===== src/rtl/core/shb_pkg.sv =====
package shb_pkg;

  localparam int HashWidth   = 49;
  localparam int CharWidth   = 7;
  localparam int BucketWidth = 16;
  localparam int ModeWidth   = 2;

  // remainder unit retires DivRadix dividend bits per cycle
  localparam int DivRadix    = 4;
  localparam int DivSteps    = (HashWidth + DivRadix - 1) / DivRadix;
  localparam int DvdWidth    = DivSteps * DivRadix;
  localparam int DivCntWidth = $clog2(DivSteps);

  typedef enum logic [ModeWidth-1:0] {
    MODE_PRODUCT = 2'd0,
    MODE_SHIFT4  = 2'd1,
    MODE_MUL613  = 2'd2
  } hash_mode_e;

  typedef enum logic {
    REG_HASH_MODE  = 1'b0,
    REG_TABLE_SIZE = 1'b1
  } cfg_reg_e;

  typedef enum logic [2:0] {
    ST_IDLE,
    ST_REDUCE,
    ST_FOLD,
    ST_END,
    ST_DIV,
    ST_LOAD
  } state_e;

  typedef struct packed {
    logic [CharWidth-1:0] char_code;
    logic                 last;
  } in_item_t;

  typedef struct packed {
    logic [BucketWidth-1:0] bucket;
    logic [HashWidth-1:0]   hash_value;
    logic                   key_too_long;
  } out_item_t;

  typedef struct packed {
    logic capture;
    logic reduce;
    logic fold;
    logic mark_ovf;
    logic div_start;
    logic div_step;
    logic load;
  } shb_cmd_t;

  typedef struct packed {
    logic full;
    logic last;
    logic ovf;
    logic div_done;
    logic out_free;
  } shb_sts_t;

  function automatic logic [HashWidth-1:0] mode_seed(input logic [ModeWidth-1:0] mode);
    logic [HashWidth-1:0] seed;
    case (hash_mode_e'(mode))
      MODE_SHIFT4: seed = HashWidth'(0);
      MODE_MUL613: seed = HashWidth'(5);
      default:     seed = HashWidth'(1);
    endcase
    return seed;
  endfunction

  // 256 = -1 mod 257, so alternate byte signs, then one reciprocal step
  function automatic logic [8:0] mod257(input logic [HashWidth-1:0] v);
    logic [10:0] pos;
    logic [10:0] neg;
    logic [11:0] s;
    logic [19:0] prod;
    logic [2:0]  q;
    logic [11:0] r;
    pos  = 11'(v[7:0]) + 11'(v[23:16]) + 11'(v[39:32]) + 11'(v[48]);
    neg  = 11'(v[15:8]) + 11'(v[31:24]) + 11'(v[47:40]);
    s    = 12'(pos) + 12'd771 - 12'(neg);
    prod = 20'(s) * 20'd255;
    q    = prod[18:16];
    r    = s - 12'(12'(q) * 12'd257);
    if (r >= 12'd257) begin
      r = r - 12'd257;
    end
    return r[8:0];
  endfunction

endpackage


===== src/rtl/core/shb_ctrl.sv =====
module shb_ctrl (
  input  logic             clk_i,
  input  logic             rst_ni,
  input  logic             in_valid_i,
  output logic             in_ready_o,
  input  shb_pkg::shb_sts_t sts_i,
  output shb_pkg::shb_cmd_t cmd_o
);
  import shb_pkg::*;

  state_e state_q, state_d;

  always_ff @(posedge clk_i or negedge rst_ni) begin
    if (!rst_ni) begin
      state_q <= ST_IDLE;
    end else begin
      state_q <= state_d;
    end
  end

  always_comb begin
    state_d = state_q;
    unique case (state_q)
      ST_IDLE: begin
        if (in_valid_i) begin
          state_d = ST_REDUCE;
        end
      end
      ST_REDUCE: begin
        state_d = sts_i.full ? ST_END : ST_FOLD;
      end
      ST_FOLD: begin
        state_d = ST_END;
      end
      ST_END: begin
        if (!sts_i.last) begin
          state_d = ST_IDLE;
        end else if (sts_i.ovf) begin
          state_d = ST_LOAD;
        end else begin
          state_d = ST_DIV;
        end
      end
      ST_DIV: begin
        if (sts_i.div_done) begin
          state_d = ST_LOAD;
        end
      end
      ST_LOAD: begin
        if (sts_i.out_free) begin
          state_d = ST_IDLE;
        end
      end
      default: state_d = ST_IDLE;
    endcase
  end

  always_comb begin
    cmd_o      = '0;
    in_ready_o = 1'b0;
    unique case (state_q)
      ST_IDLE: begin
        in_ready_o    = 1'b1;
        cmd_o.capture = in_valid_i;
      end
      ST_REDUCE: begin
        cmd_o.mark_ovf = sts_i.full;
        cmd_o.reduce   = !sts_i.full;
      end
      ST_FOLD: begin
        cmd_o.fold = 1'b1;
      end
      ST_END: begin
        cmd_o.div_start = sts_i.last && !sts_i.ovf;
      end
      ST_DIV: begin
        cmd_o.div_step = 1'b1;
      end
      ST_LOAD: begin
        cmd_o.load = sts_i.out_free;
      end
      default: begin
        cmd_o = '0;
      end
    endcase
  end

endmodule


===== src/rtl/core/shb_dp.sv =====
module shb_dp #(
  parameter int MAX_KEY_LEN = 5
) (
  input  logic                                clk_i,
  input  logic                                rst_ni,
  input  logic [shb_pkg::ModeWidth-1:0]       hash_mode_i,
  input  logic [shb_pkg::BucketWidth-1:0]     table_size_i,
  input  shb_pkg::in_item_t                   in_data_i,
  input  shb_pkg::shb_cmd_t                   cmd_i,
  output shb_pkg::shb_sts_t                   sts_o,
  output logic                                out_valid_o,
  input  logic                                out_ready_i,
  output shb_pkg::out_item_t                  out_data_o
);
  import shb_pkg::*;

  localparam int CntWidth = $clog2(MAX_KEY_LEN + 1);

  logic [CharWidth-1:0]   char_q;
  logic                   last_q;
  logic [HashWidth-1:0]   hash_q, hash_d;
  logic [8:0]             r257_q;
  logic [CntWidth-1:0]    cnt_q, cnt_d;
  logic                   ovf_q, ovf_d;
  logic [BucketWidth-1:0] rem_q, rem_d;
  logic [DvdWidth-1:0]    dvd_q, dvd_d;
  logic [DivCntWidth-1:0] div_cnt_q, div_cnt_d;
  logic                   out_valid_q, out_valid_d;
  out_item_t              out_q, out_d;
  logic [HashWidth-1:0]   base;
  logic [BucketWidth:0]   trial;

  assign base = (cnt_q == '0) ? mode_seed(hash_mode_i) : hash_q;

  always_comb begin
    hash_d = hash_q;
    case (hash_mode_e'(hash_mode_i))
      MODE_SHIFT4: hash_d = (base << 2) + HashWidth'(char_q);
      MODE_MUL613: hash_d = (base * HashWidth'(613)) + HashWidth'(char_q);
      default:     hash_d = HashWidth'(16'(char_q) * 16'(r257_q + 9'd1));
    endcase
  end

  // radix-16 restoring remainder, one dividend bit per inner step
  always_comb begin
    trial = '0;
    rem_d = rem_q;
    dvd_d = dvd_q;
    if (cmd_i.div_start) begin
      rem_d = '0;
      dvd_d = DvdWidth'(hash_q);
    end else if (cmd_i.div_step) begin
      for (int i = 0; i < DivRadix; i++) begin
        trial = {rem_d, dvd_d[DvdWidth-1]};
        dvd_d = dvd_d << 1;
        if (trial >= {1'b0, table_size_i}) begin
          rem_d = BucketWidth'(trial - {1'b0, table_size_i});
        end else begin
          rem_d = trial[BucketWidth-1:0];
        end
      end
    end
  end

  always_comb begin
    cnt_d       = cnt_q;
    ovf_d       = ovf_q;
    div_cnt_d   = div_cnt_q;
    out_valid_d = out_valid_q;
    out_d       = out_q;
    if (cmd_i.fold) begin
      cnt_d = cnt_q + CntWidth'(1);
    end
    if (cmd_i.mark_ovf) begin
      ovf_d = 1'b1;
    end
    if (cmd_i.div_start) begin
      div_cnt_d = '0;
    end else if (cmd_i.div_step) begin
      div_cnt_d = div_cnt_q + DivCntWidth'(1);
    end
    if (out_valid_q && out_ready_i) begin
      out_valid_d = 1'b0;
    end
    if (cmd_i.load) begin
      cnt_d              = '0;
      ovf_d              = 1'b0;
      out_valid_d        = 1'b1;
      out_d.key_too_long = ovf_q;
      out_d.hash_value   = ovf_q ? '0 : hash_q;
      out_d.bucket       = (ovf_q || table_size_i == '0) ? '0 : rem_q;
    end
  end

  always_ff @(posedge clk_i or negedge rst_ni) begin
    if (!rst_ni) begin
      cnt_q       <= '0;
      ovf_q       <= 1'b0;
      div_cnt_q   <= '0;
      out_valid_q <= 1'b0;
    end else begin
      cnt_q       <= cnt_d;
      ovf_q       <= ovf_d;
      div_cnt_q   <= div_cnt_d;
      out_valid_q <= out_valid_d;
    end
  end

  always_ff @(posedge clk_i) begin
    if (cmd_i.capture) begin
      char_q <= in_data_i.char_code;
      last_q <= in_data_i.last;
    end
    if (cmd_i.reduce) begin
      r257_q <= mod257(base);
    end
    if (cmd_i.fold) begin
      hash_q <= hash_d;
    end
    rem_q <= rem_d;
    dvd_q <= dvd_d;
    out_q <= out_d;
  end

  assign sts_o.full     = cnt_q >= CntWidth'(MAX_KEY_LEN);
  assign sts_o.last     = last_q;
  assign sts_o.ovf      = ovf_q;
  assign sts_o.div_done = div_cnt_q == DivCntWidth'(DivSteps - 1);
  assign sts_o.out_free = !out_valid_q || out_ready_i;

  assign out_valid_o = out_valid_q;
  assign out_data_o  = out_q;

  a_load_free: assert property (@(posedge clk_i) disable iff (!rst_ni)
    cmd_i.load |-> (!out_valid_q || out_ready_i))
    else $error("result loaded over a pending transfer");

  a_cnt_bound: assert property (@(posedge clk_i) disable iff (!rst_ni)
    cnt_q <= CntWidth'(MAX_KEY_LEN))
    else $error("character count past key limit");

  a_r257_range: assert property (@(posedge clk_i) disable iff (!rst_ni)
    cmd_i.reduce |=> r257_q < 9'd257)
    else $error("mod 257 residue out of range");

  a_key_clear: assert property (@(posedge clk_i) disable iff (!rst_ni)
    cmd_i.load |=> (cnt_q == '0 && !ovf_q && out_valid_q))
    else $error("key state not cleared after result");

endmodule


===== src/rtl/core/string_hash_to_bucket.sv =====
// channel  dir  handshake                 payload
// in       in   in_valid_i / in_ready_o   in_data_i  (char_code, last)
// out      out  out_valid_o / out_ready_i out_data_o (bucket, hash_value, key_too_long)
// cfg      in   psel penable pwrite pready paddr pwdata / prdata
// a non-closing character passes through capture, mod 257, fold, end check
// a character past the key limit is not folded
// a closing character adds a run of the 4-bit-per-cycle remainder unit and a load
// an over-long key skips the remainder unit
// a waiting result stalls only the next closing character in its load cycle
// reset clears the key state and loads hash_mode 0, table_size 1024
module string_hash_to_bucket #(
  parameter int MAX_KEY_LEN = 5
) (
  input  logic               clk_i,
  input  logic               rst_ni,
  input  logic               in_valid_i,
  output logic               in_ready_o,
  input  shb_pkg::in_item_t  in_data_i,
  output logic               out_valid_o,
  input  logic               out_ready_i,
  output shb_pkg::out_item_t out_data_o,
  input  logic               psel,
  input  logic               penable,
  input  logic               pwrite,
  input  logic [2:0]         paddr,
  input  logic [31:0]        pwdata,
  output logic [31:0]        prdata,
  output logic               pready
);
  import shb_pkg::*;

  logic [ModeWidth-1:0]   hash_mode_q;
  logic [BucketWidth-1:0] table_size_q;
  logic                   cfg_wr;
  cfg_reg_e               cfg_sel;
  shb_cmd_t               cmd;
  shb_sts_t               sts;

  assign pready  = 1'b1;
  assign cfg_wr  = psel && penable && pwrite;
  assign cfg_sel = cfg_reg_e'(paddr[2]);

  always_ff @(posedge clk_i or negedge rst_ni) begin
    if (!rst_ni) begin
      hash_mode_q  <= ModeWidth'(MODE_PRODUCT);
      table_size_q <= BucketWidth'(1024);
    end else if (cfg_wr) begin
      unique case (cfg_sel)
        REG_HASH_MODE:  hash_mode_q  <= pwdata[ModeWidth-1:0];
        REG_TABLE_SIZE: table_size_q <= pwdata[BucketWidth-1:0];
        default: ;
      endcase
    end
  end

  always_comb begin
    prdata = '0;
    unique case (cfg_sel)
      REG_HASH_MODE:  prdata = 32'(hash_mode_q);
      REG_TABLE_SIZE: prdata = 32'(table_size_q);
      default:        prdata = '0;
    endcase
  end

  shb_ctrl u_ctrl (
    .clk_i      (clk_i),
    .rst_ni     (rst_ni),
    .in_valid_i (in_valid_i),
    .in_ready_o (in_ready_o),
    .sts_i      (sts),
    .cmd_o      (cmd)
  );

  shb_dp #(
    .MAX_KEY_LEN (MAX_KEY_LEN)
  ) u_dp (
    .clk_i        (clk_i),
    .rst_ni       (rst_ni),
    .hash_mode_i  (hash_mode_q),
    .table_size_i (table_size_q),
    .in_data_i    (in_data_i),
    .cmd_i        (cmd),
    .sts_o        (sts),
    .out_valid_o  (out_valid_o),
    .out_ready_i  (out_ready_i),
    .out_data_o   (out_data_o)
  );

endmodule

===== config.mk =====
export PLATFORM = sky130hd
export DESIGN_NAME = string_hash_to_bucket
export DESIGN_NICKNAME = d
export VERILOG_FILES = /design/src/rtl/core/shb_pkg.sv /design/src/rtl/core/shb_ctrl.sv /design/src/rtl/core/shb_dp.sv /design/src/rtl/core/string_hash_to_bucket.sv
export SDC_FILE = /design/constraint.sdc
export NUM_CORES = 2
export LEC_CHECK = 0
export ABC_AREA = 1
export BUFFER_PORTS_ARGS = -buffer_cell sky130_fd_sc_hd__buf_2
export CORE_AREA = 2 2 297 182
export CTS_BUF_LIST = sky130_fd_sc_hd__clkbuf_16
export DETAILED_ROUTE_END_ITERATION = 16
export DIE_AREA = 0 0 299 184
export PLACE_DENSITY = 0.86
export SLEW_MARGIN = 40
export SYNTH_ARGS = -nofsm -noshare
export SYNTH_HDL_FRONTEND = slang
export SYNTH_SLANG_ARGS = --single-unit

===== constraint.sdc =====
create_clock -name clk_i -period 26.3 [get_ports clk_i]
set_input_delay 3.945 -clock clk_i [delete_from_list [all_inputs] [get_ports clk_i]]
set_output_delay 3.945 -clock clk_i [all_outputs]
set_load 0.01 [all_outputs]

* Word-level counts from Yosys, hierarchy flattened
Cells that the tools add are included.
Word-level totals: bits of input ports 50, word-level logic and storage cells 116, bits in latches 0, bits in registers 230, RAM bits 0, ROM bits 0, output and inout bits 101, memories kept 0
Cells by class: multiplexer cells 40, eq/ne operators 11, reduce and logical (&&, ||, !) cells 19, bitwise logic cells 1, order comparisons 6, multiply operators 4, add/sub/neg operators 18, shifts and indexed selects 0, div/mod/pow operators 0
Operators with widths (count):
- $mux 16 | 10
- $mux 49 | 3
- $add 49x7->49 | 2
- $pmux 49 s2 | 1
- $ge 17x16->1 | 4
- $pmux 32 s2 | 1
- $sub 16x16->16 | 4
- $mul 49x10->49 const B | 1
- $mul 7x16->23 | 1
- $add 11x8->11 | 2
- $mul 12x8->19 const B | 1
- $add 8x8->9 | 2
- $mux 3 | 6
- $pmux 3 s6 | 1
- $logic_not 16->1 | 1
- $mux 1 | 14
- $add 11x10->12 const B | 1
- $ge 12x9->1 const B | 1
- $mul 3x9->12 const B | 1
- $sub 12x11->12 | 1
- $sub 12x12->12 | 1
- $add 11x1->11 | 1
- $add 9x1->10 const B | 1
- $mux 9 | 1
- other kinds (22) | 37

* Logic depth before layout (Yosys ltp)
word-level depth 14, mapped depth 72, gate-level depth less buffers 71

* Modules after synthesis
A second synthesis with hierarchy kept.
Unflattened totals: cells, all modules 3855, area total of the unflattened synthesis 30028.8 um2
Modules (own cells, without submodules):
- shb_dp | area an instance 28773.8 um2, sequential area each 6040.8 um2, instances 1, cells an instance 3678
- string_hash_to_bucket | area an instance 1019.7 um2, sequential area each 451.7 um2, instances 1, cells an instance 137
- shb_ctrl | area an instance 235.2 um2, sequential area each 75.1 um2, instances 1, cells an instance 40

* Worst setup path after synthesis
No wires, ideal clock.
path kind flip-flop to flip-flop, from reg u_dp.cnt_q[0], to reg u_dp.r257_q[0] (data pin), path slack 16317 ps, setup time 253 ps, buffers on the path 3, required time 26047 ps, period minus slack after synthesis 9983 ps, cell stages (with the launch flop) 61, arrival 9730 ps, path through dfrtp_1 inv_1 ha_1 inv_2 nor2_8 buf_6 buf_2 buf_1 nor2_1 ha_1 ha_1 inv_1 nand2_1 xor2_1 ha_1 a21oi_1 nand2_1 a21oi_1 [... 25 more ...] o31ai_1 xor2_1 inv_1 fa_1 nand2_1 nand2_1 nand2_1 nor2_1 nand3_1 nand2_1 nand3_1 nand2_1 a21oi_1 nand3_1 inv_2 nand2_2 nand2_1 nand2_1
Between the ends: cells in the longest elaborated chain, start to end 12, elaborated cells on any way between the ends 15, those cells by class 9 x add/sub; 2 x mul; 1 x order compare; 2 x mux; 1 x reduce/logical
RTL lines:
- start: declaration | RTL line shb_dp.sv:23 | logic [CntWidth-1:0] cnt_q, cnt_d;
- start signal: assignment | RTL line shb_dp.sv:102 | cnt_q <= cnt_d;
- $logic_not 3->1 * | RTL line shb_dp.sv:33 | assign base = (cnt_q == '0) ? mode_seed(hash_mode_i) : hash_q;
- $mux 49 * | RTL line shb_dp.sv:33
- $add 8x8->9 | RTL line shb_pkg.sv:81 | pos = 11'(v[7:0]) + 11'(v[23:16]) + 11'(v[39:32]) + 11'(v[48]);
- $add 11x8->11 | RTL line shb_pkg.sv:81
- $add 11x1->11 | RTL line shb_pkg.sv:81
- $add 11x10->12 | RTL line shb_pkg.sv:83 | s = 12'(pos) + 12'd771 - 12'(neg);
- $sub 12x11->12 * | RTL line shb_pkg.sv:83
- $mul 12x8->19 | RTL line shb_pkg.sv:84 | prod = 20'(s) * 20'd255;
- $mul 3x9->12 | RTL line shb_pkg.sv:86 | r = s - 12'(12'(q) * 12'd257);
- $sub 12x12->12 * | RTL line shb_pkg.sv:86
- $ge 12x9->1 / $sub 9x9->9 (equally long branches) | RTL line shb_pkg.sv:87, shb_pkg.sv:88
- $mux 9 * | RTL line shb_pkg.sv:87 | if (r >= 12'd257) begin
- end signal: assignment | RTL line shb_dp.sv:115 | r257_q <= mod257(base);
- end: declaration | RTL line shb_dp.sv:22 | logic [8:0] r257_q;
Every way passes the cells marked *; elsewhere a longest branch is shown, timed or not. A chain may end at the register's enable or synchronous reset.

* Worst setup path after layout
from reg u_dp.cnt_q[0], to reg u_dp.r257_q[6] (data pin)
Same word-level chain as after synthesis.

==> results.yml <==
run_status:
  status: "finished clean"
clocking:
  insertion_delay_ns: 0.61
  clkSinkCount: 230
  cts_hold_buffers: 0
  cts_buffers: 25
  cts_root_buffer: "clkbuf_16"
  htree_levels: 1
  clock_path_buffers: 3
  cts-resized-gates: 0
  post-cts-setup-buffer-count: 0
  clk_pin_slew_ns: 0.07
  tritoncts: "yes"
timing:
  drv_slew: 0
  finalSetupTns_ns: 0
  worst_slack_ns: 14.19
  hold_violations: 0
  setup_viol: 0
  rsz0062_at_grt: "false"
  worst_pin_slew_ns: 0.921
  fin_crit_sh_pct: 46.0
  fmax_mhz: 82.6
  finalCriticalPeriod_ns: 12.11
  clock_skew_ns: 0.0292
  slew_headroom_pct: 38.0
grt:
  met2_usage_pct: 49.9
  globalRoute.busiestLayer: "met1"
  gr-total-overflow: 0
  grt_util_met3_pct: 19.0
  grt_pass1_wl_mm: 160
  grt_pass1_vias: 26800
  track_usage_pct: 38.6
  globalRouteMet1Util_pct: 56.8
  grt_max_degree: 97
  antenna_found_initial: 4
synth:
  ys_seq_area_share_pct: 21.1
  yosys_warnings: 0
  yosys.cell_types.count: 64
  synthCells: 4140
  async_reset_ff_share_pct: 13.0
  synth-seq-cells: 230
  synth-main-ff-cell: "edfxtp_1"
  postSynthAreaPerCell_um2: 7.51
  syn_area_um2: 31100
  synth-edff-count: 181
place:
  dp_slack_ns: 14.39
  hpwl_mm: 87.8
  port-buffer-count: 115
  place_congestion: 1.10
  dpl_cell_area_um2: 32500
detailed_routing:
  route.detailed.drc: 0
  wl_per_cell_um: 21.5
  num_vias: 29200
  drt_iter0_drc: 4019
  first_pass_iters: 6
  wirelength_mm: 107
  ant_nets: 0
  drt-vias-per-instance: 5.87
floorplanning:
  rows: 65
  die_area_um2: 55000
  start_util_pct: 59.7
  die_x_um: 299
  fp.dieH_um: 184
  core_um2: 52000
  num_io_pins: 151
cells_and_area:
  layout_common_cells: "inv_1, nand2_1, ha_1"
  final_common_cell: "inv_1"
  drive_gt1_share_pct: 7.11
  stdcell_area_um2: 33300
  nNetsFinal: 4944
  area_growth_pct: 7.27
worst_setup_path:
  cp-start-kind: "register"
  cp.arrival_ns: 12.46
  path_common_cell: "inv_1"
  cp.required_ns: 26.66
  cp_max_fo: 35
  crit_path_top_delay_cell: "fa_1"
  cp_slowest_stage_delay_ns: 0.65
  cp-end-kind: "register"
  worstSetupPathType: "register to register"
flow_run:
  cap_violations: 0
worst_hold_path:
  hold_path.class: "register to register"
cells in the mapped netlist (5+ instances only):
master    number  area share [%]
inv_1        846              10
nand2_1      788             9.5
ha_1         436              18
nor2_1       381             4.6
a21oi_1      258             4.2
nand3_1      227             3.7
o21ai_0      215             3.5
fa_1         203              13
edfxtp_1     181              17
xor2_1        68             1.9
xnor2_1       64             1.8
clkbuf_1      46            0.56
nor3_1        41            0.66
nand4_1       35            0.70
or2_2         30            0.60
a31oi_1       29            0.58
dfrtp_1       29             2.3
a21o_1        24            0.58
o21bai_1      20            0.48
dfxtp_1       19             1.2
buf_4         18            0.43
nor2_2        14            0.28
o21a_1        13            0.31
nand2_2       12            0.24
and3_1        11            0.22
nor4_1        11            0.22
inv_2         10            0.12
buf_2          9            0.14
nand3b_1       9            0.22
nor2_4         7            0.25
o21ai_1        7            0.11
o22ai_1        7            0.14
buf_1          6           0.072
a21boi_0       5            0.12
a31o_2         5            0.14
cells by family after synthesis:
kind of cell | share of synthesized area (%)
AOI/OAI and AO/OA | 10.8
xor gates and xnor gates | 3.77
adders and majority gates | 30.6
buffers and inverters | 11.7
DFF | 21.1
other | 0.0242
and+or+nand+nor | 22.0
worst paths after layout:
| path | from | endpoint | slack, ns | cells after the start |
|---|---|---|---|---|
| max | u_dp.cnt_q[0]$_DFFE_PN0P_ | u_dp.r257_q[6]$_DFFE_PP_ | 14.19 | 56 |
| min | u_dp.dvd_q[45]$_DFFE_PP_ | u_dp.dvd_q[49]$_SDFFE_PP0P_ | 0.48 | 2 |
| max reg2reg | u_dp.cnt_q[0]$_DFFE_PN0P_ | u_dp.r257_q[6]$_DFFE_PP_ | 14.19 | 56 |
| min reg2reg | u_dp.dvd_q[45]$_DFFE_PP_ | u_dp.dvd_q[49]$_SDFFE_PP0P_ | 0.48 | 2 |
| max in group asynchronous | rst_ni | u_dp.ovf_q$_DFFE_PN0P_ | 22.32 | 1 |
| min in group asynchronous | rst_ni | u_ctrl.state_q[2]$_DFFE_PN0P_ | 3.43 | 1 |
per-layer routing:
metal | share of wire [%] | routed length, um
met1 | 43 | 46100
met3 | 18 | 19200
met5 | 0.024 | 26
met2 | 37 | 39500
met4 | 2.2 | 2400
sequential cells by signal, indices dropped and copies added (netlist names):
| signal | flops |
|---|---|
| u_dp.last_q | 1 |
| u_dp.out_valid_o | 1 |
| u_dp.hash_q | 49 |
| u_dp.ovf_q | 1 |
| u_dp.r257_q | 9 |
| hash_mode_q | 2 |
| table_size_q | 16 |
| u_dp.cnt_q | 3 |
| u_dp.rem_q | 16 |
| u_dp.div_cnt_q | 4 |
| u_dp.dvd_q | 52 |
| u_ctrl.state_q | 3 |
| u_dp.out_data_o | 66 |
| u_dp.char_q | 7 |
layout make-up:
cell class,instances,area (um2)
antenna,3,7.51
tap,703,880
clock inverter,21,161
multi-input combinational,2985,21000
inverter,858,3220
fill,4527,18700
clock buffer,25,626
sequential,230,6570
timing repair buffer,155,880
worst max-delay path: cells and delay by family, from the launching register on:
| family | cells | cell delay, ns |
|---|---|---|
| and+or+nand+nor | 19 | 2.96 |
| buffers and inverters | 14 | 2.02 |
| xor gates and xnor gates | 3 | 0.76 |
| AOI/OAI and AO/OA | 8 | 1.65 |
| adders and majority gates | 12 | 4.03 |
| DFF | 1 | 0.41 |
metrics by stage:
step / std cells / util, % / hold slack [ns]
CTS: 4977 / 64.0 / 0.477
finish: 4980 / 64.0 / 0.479
detailed placement: 4931 / 62.5 / 0.442
floorplan: 4155 / - / 0.422
global placement: 4931 / 62.4 / 0.457
global route: 4977 / 64.0 / 0.515
Power is left out: the tool's default activity adds up to more than one toggle a clock period on the data nets, which glitch-free logic cannot reach.
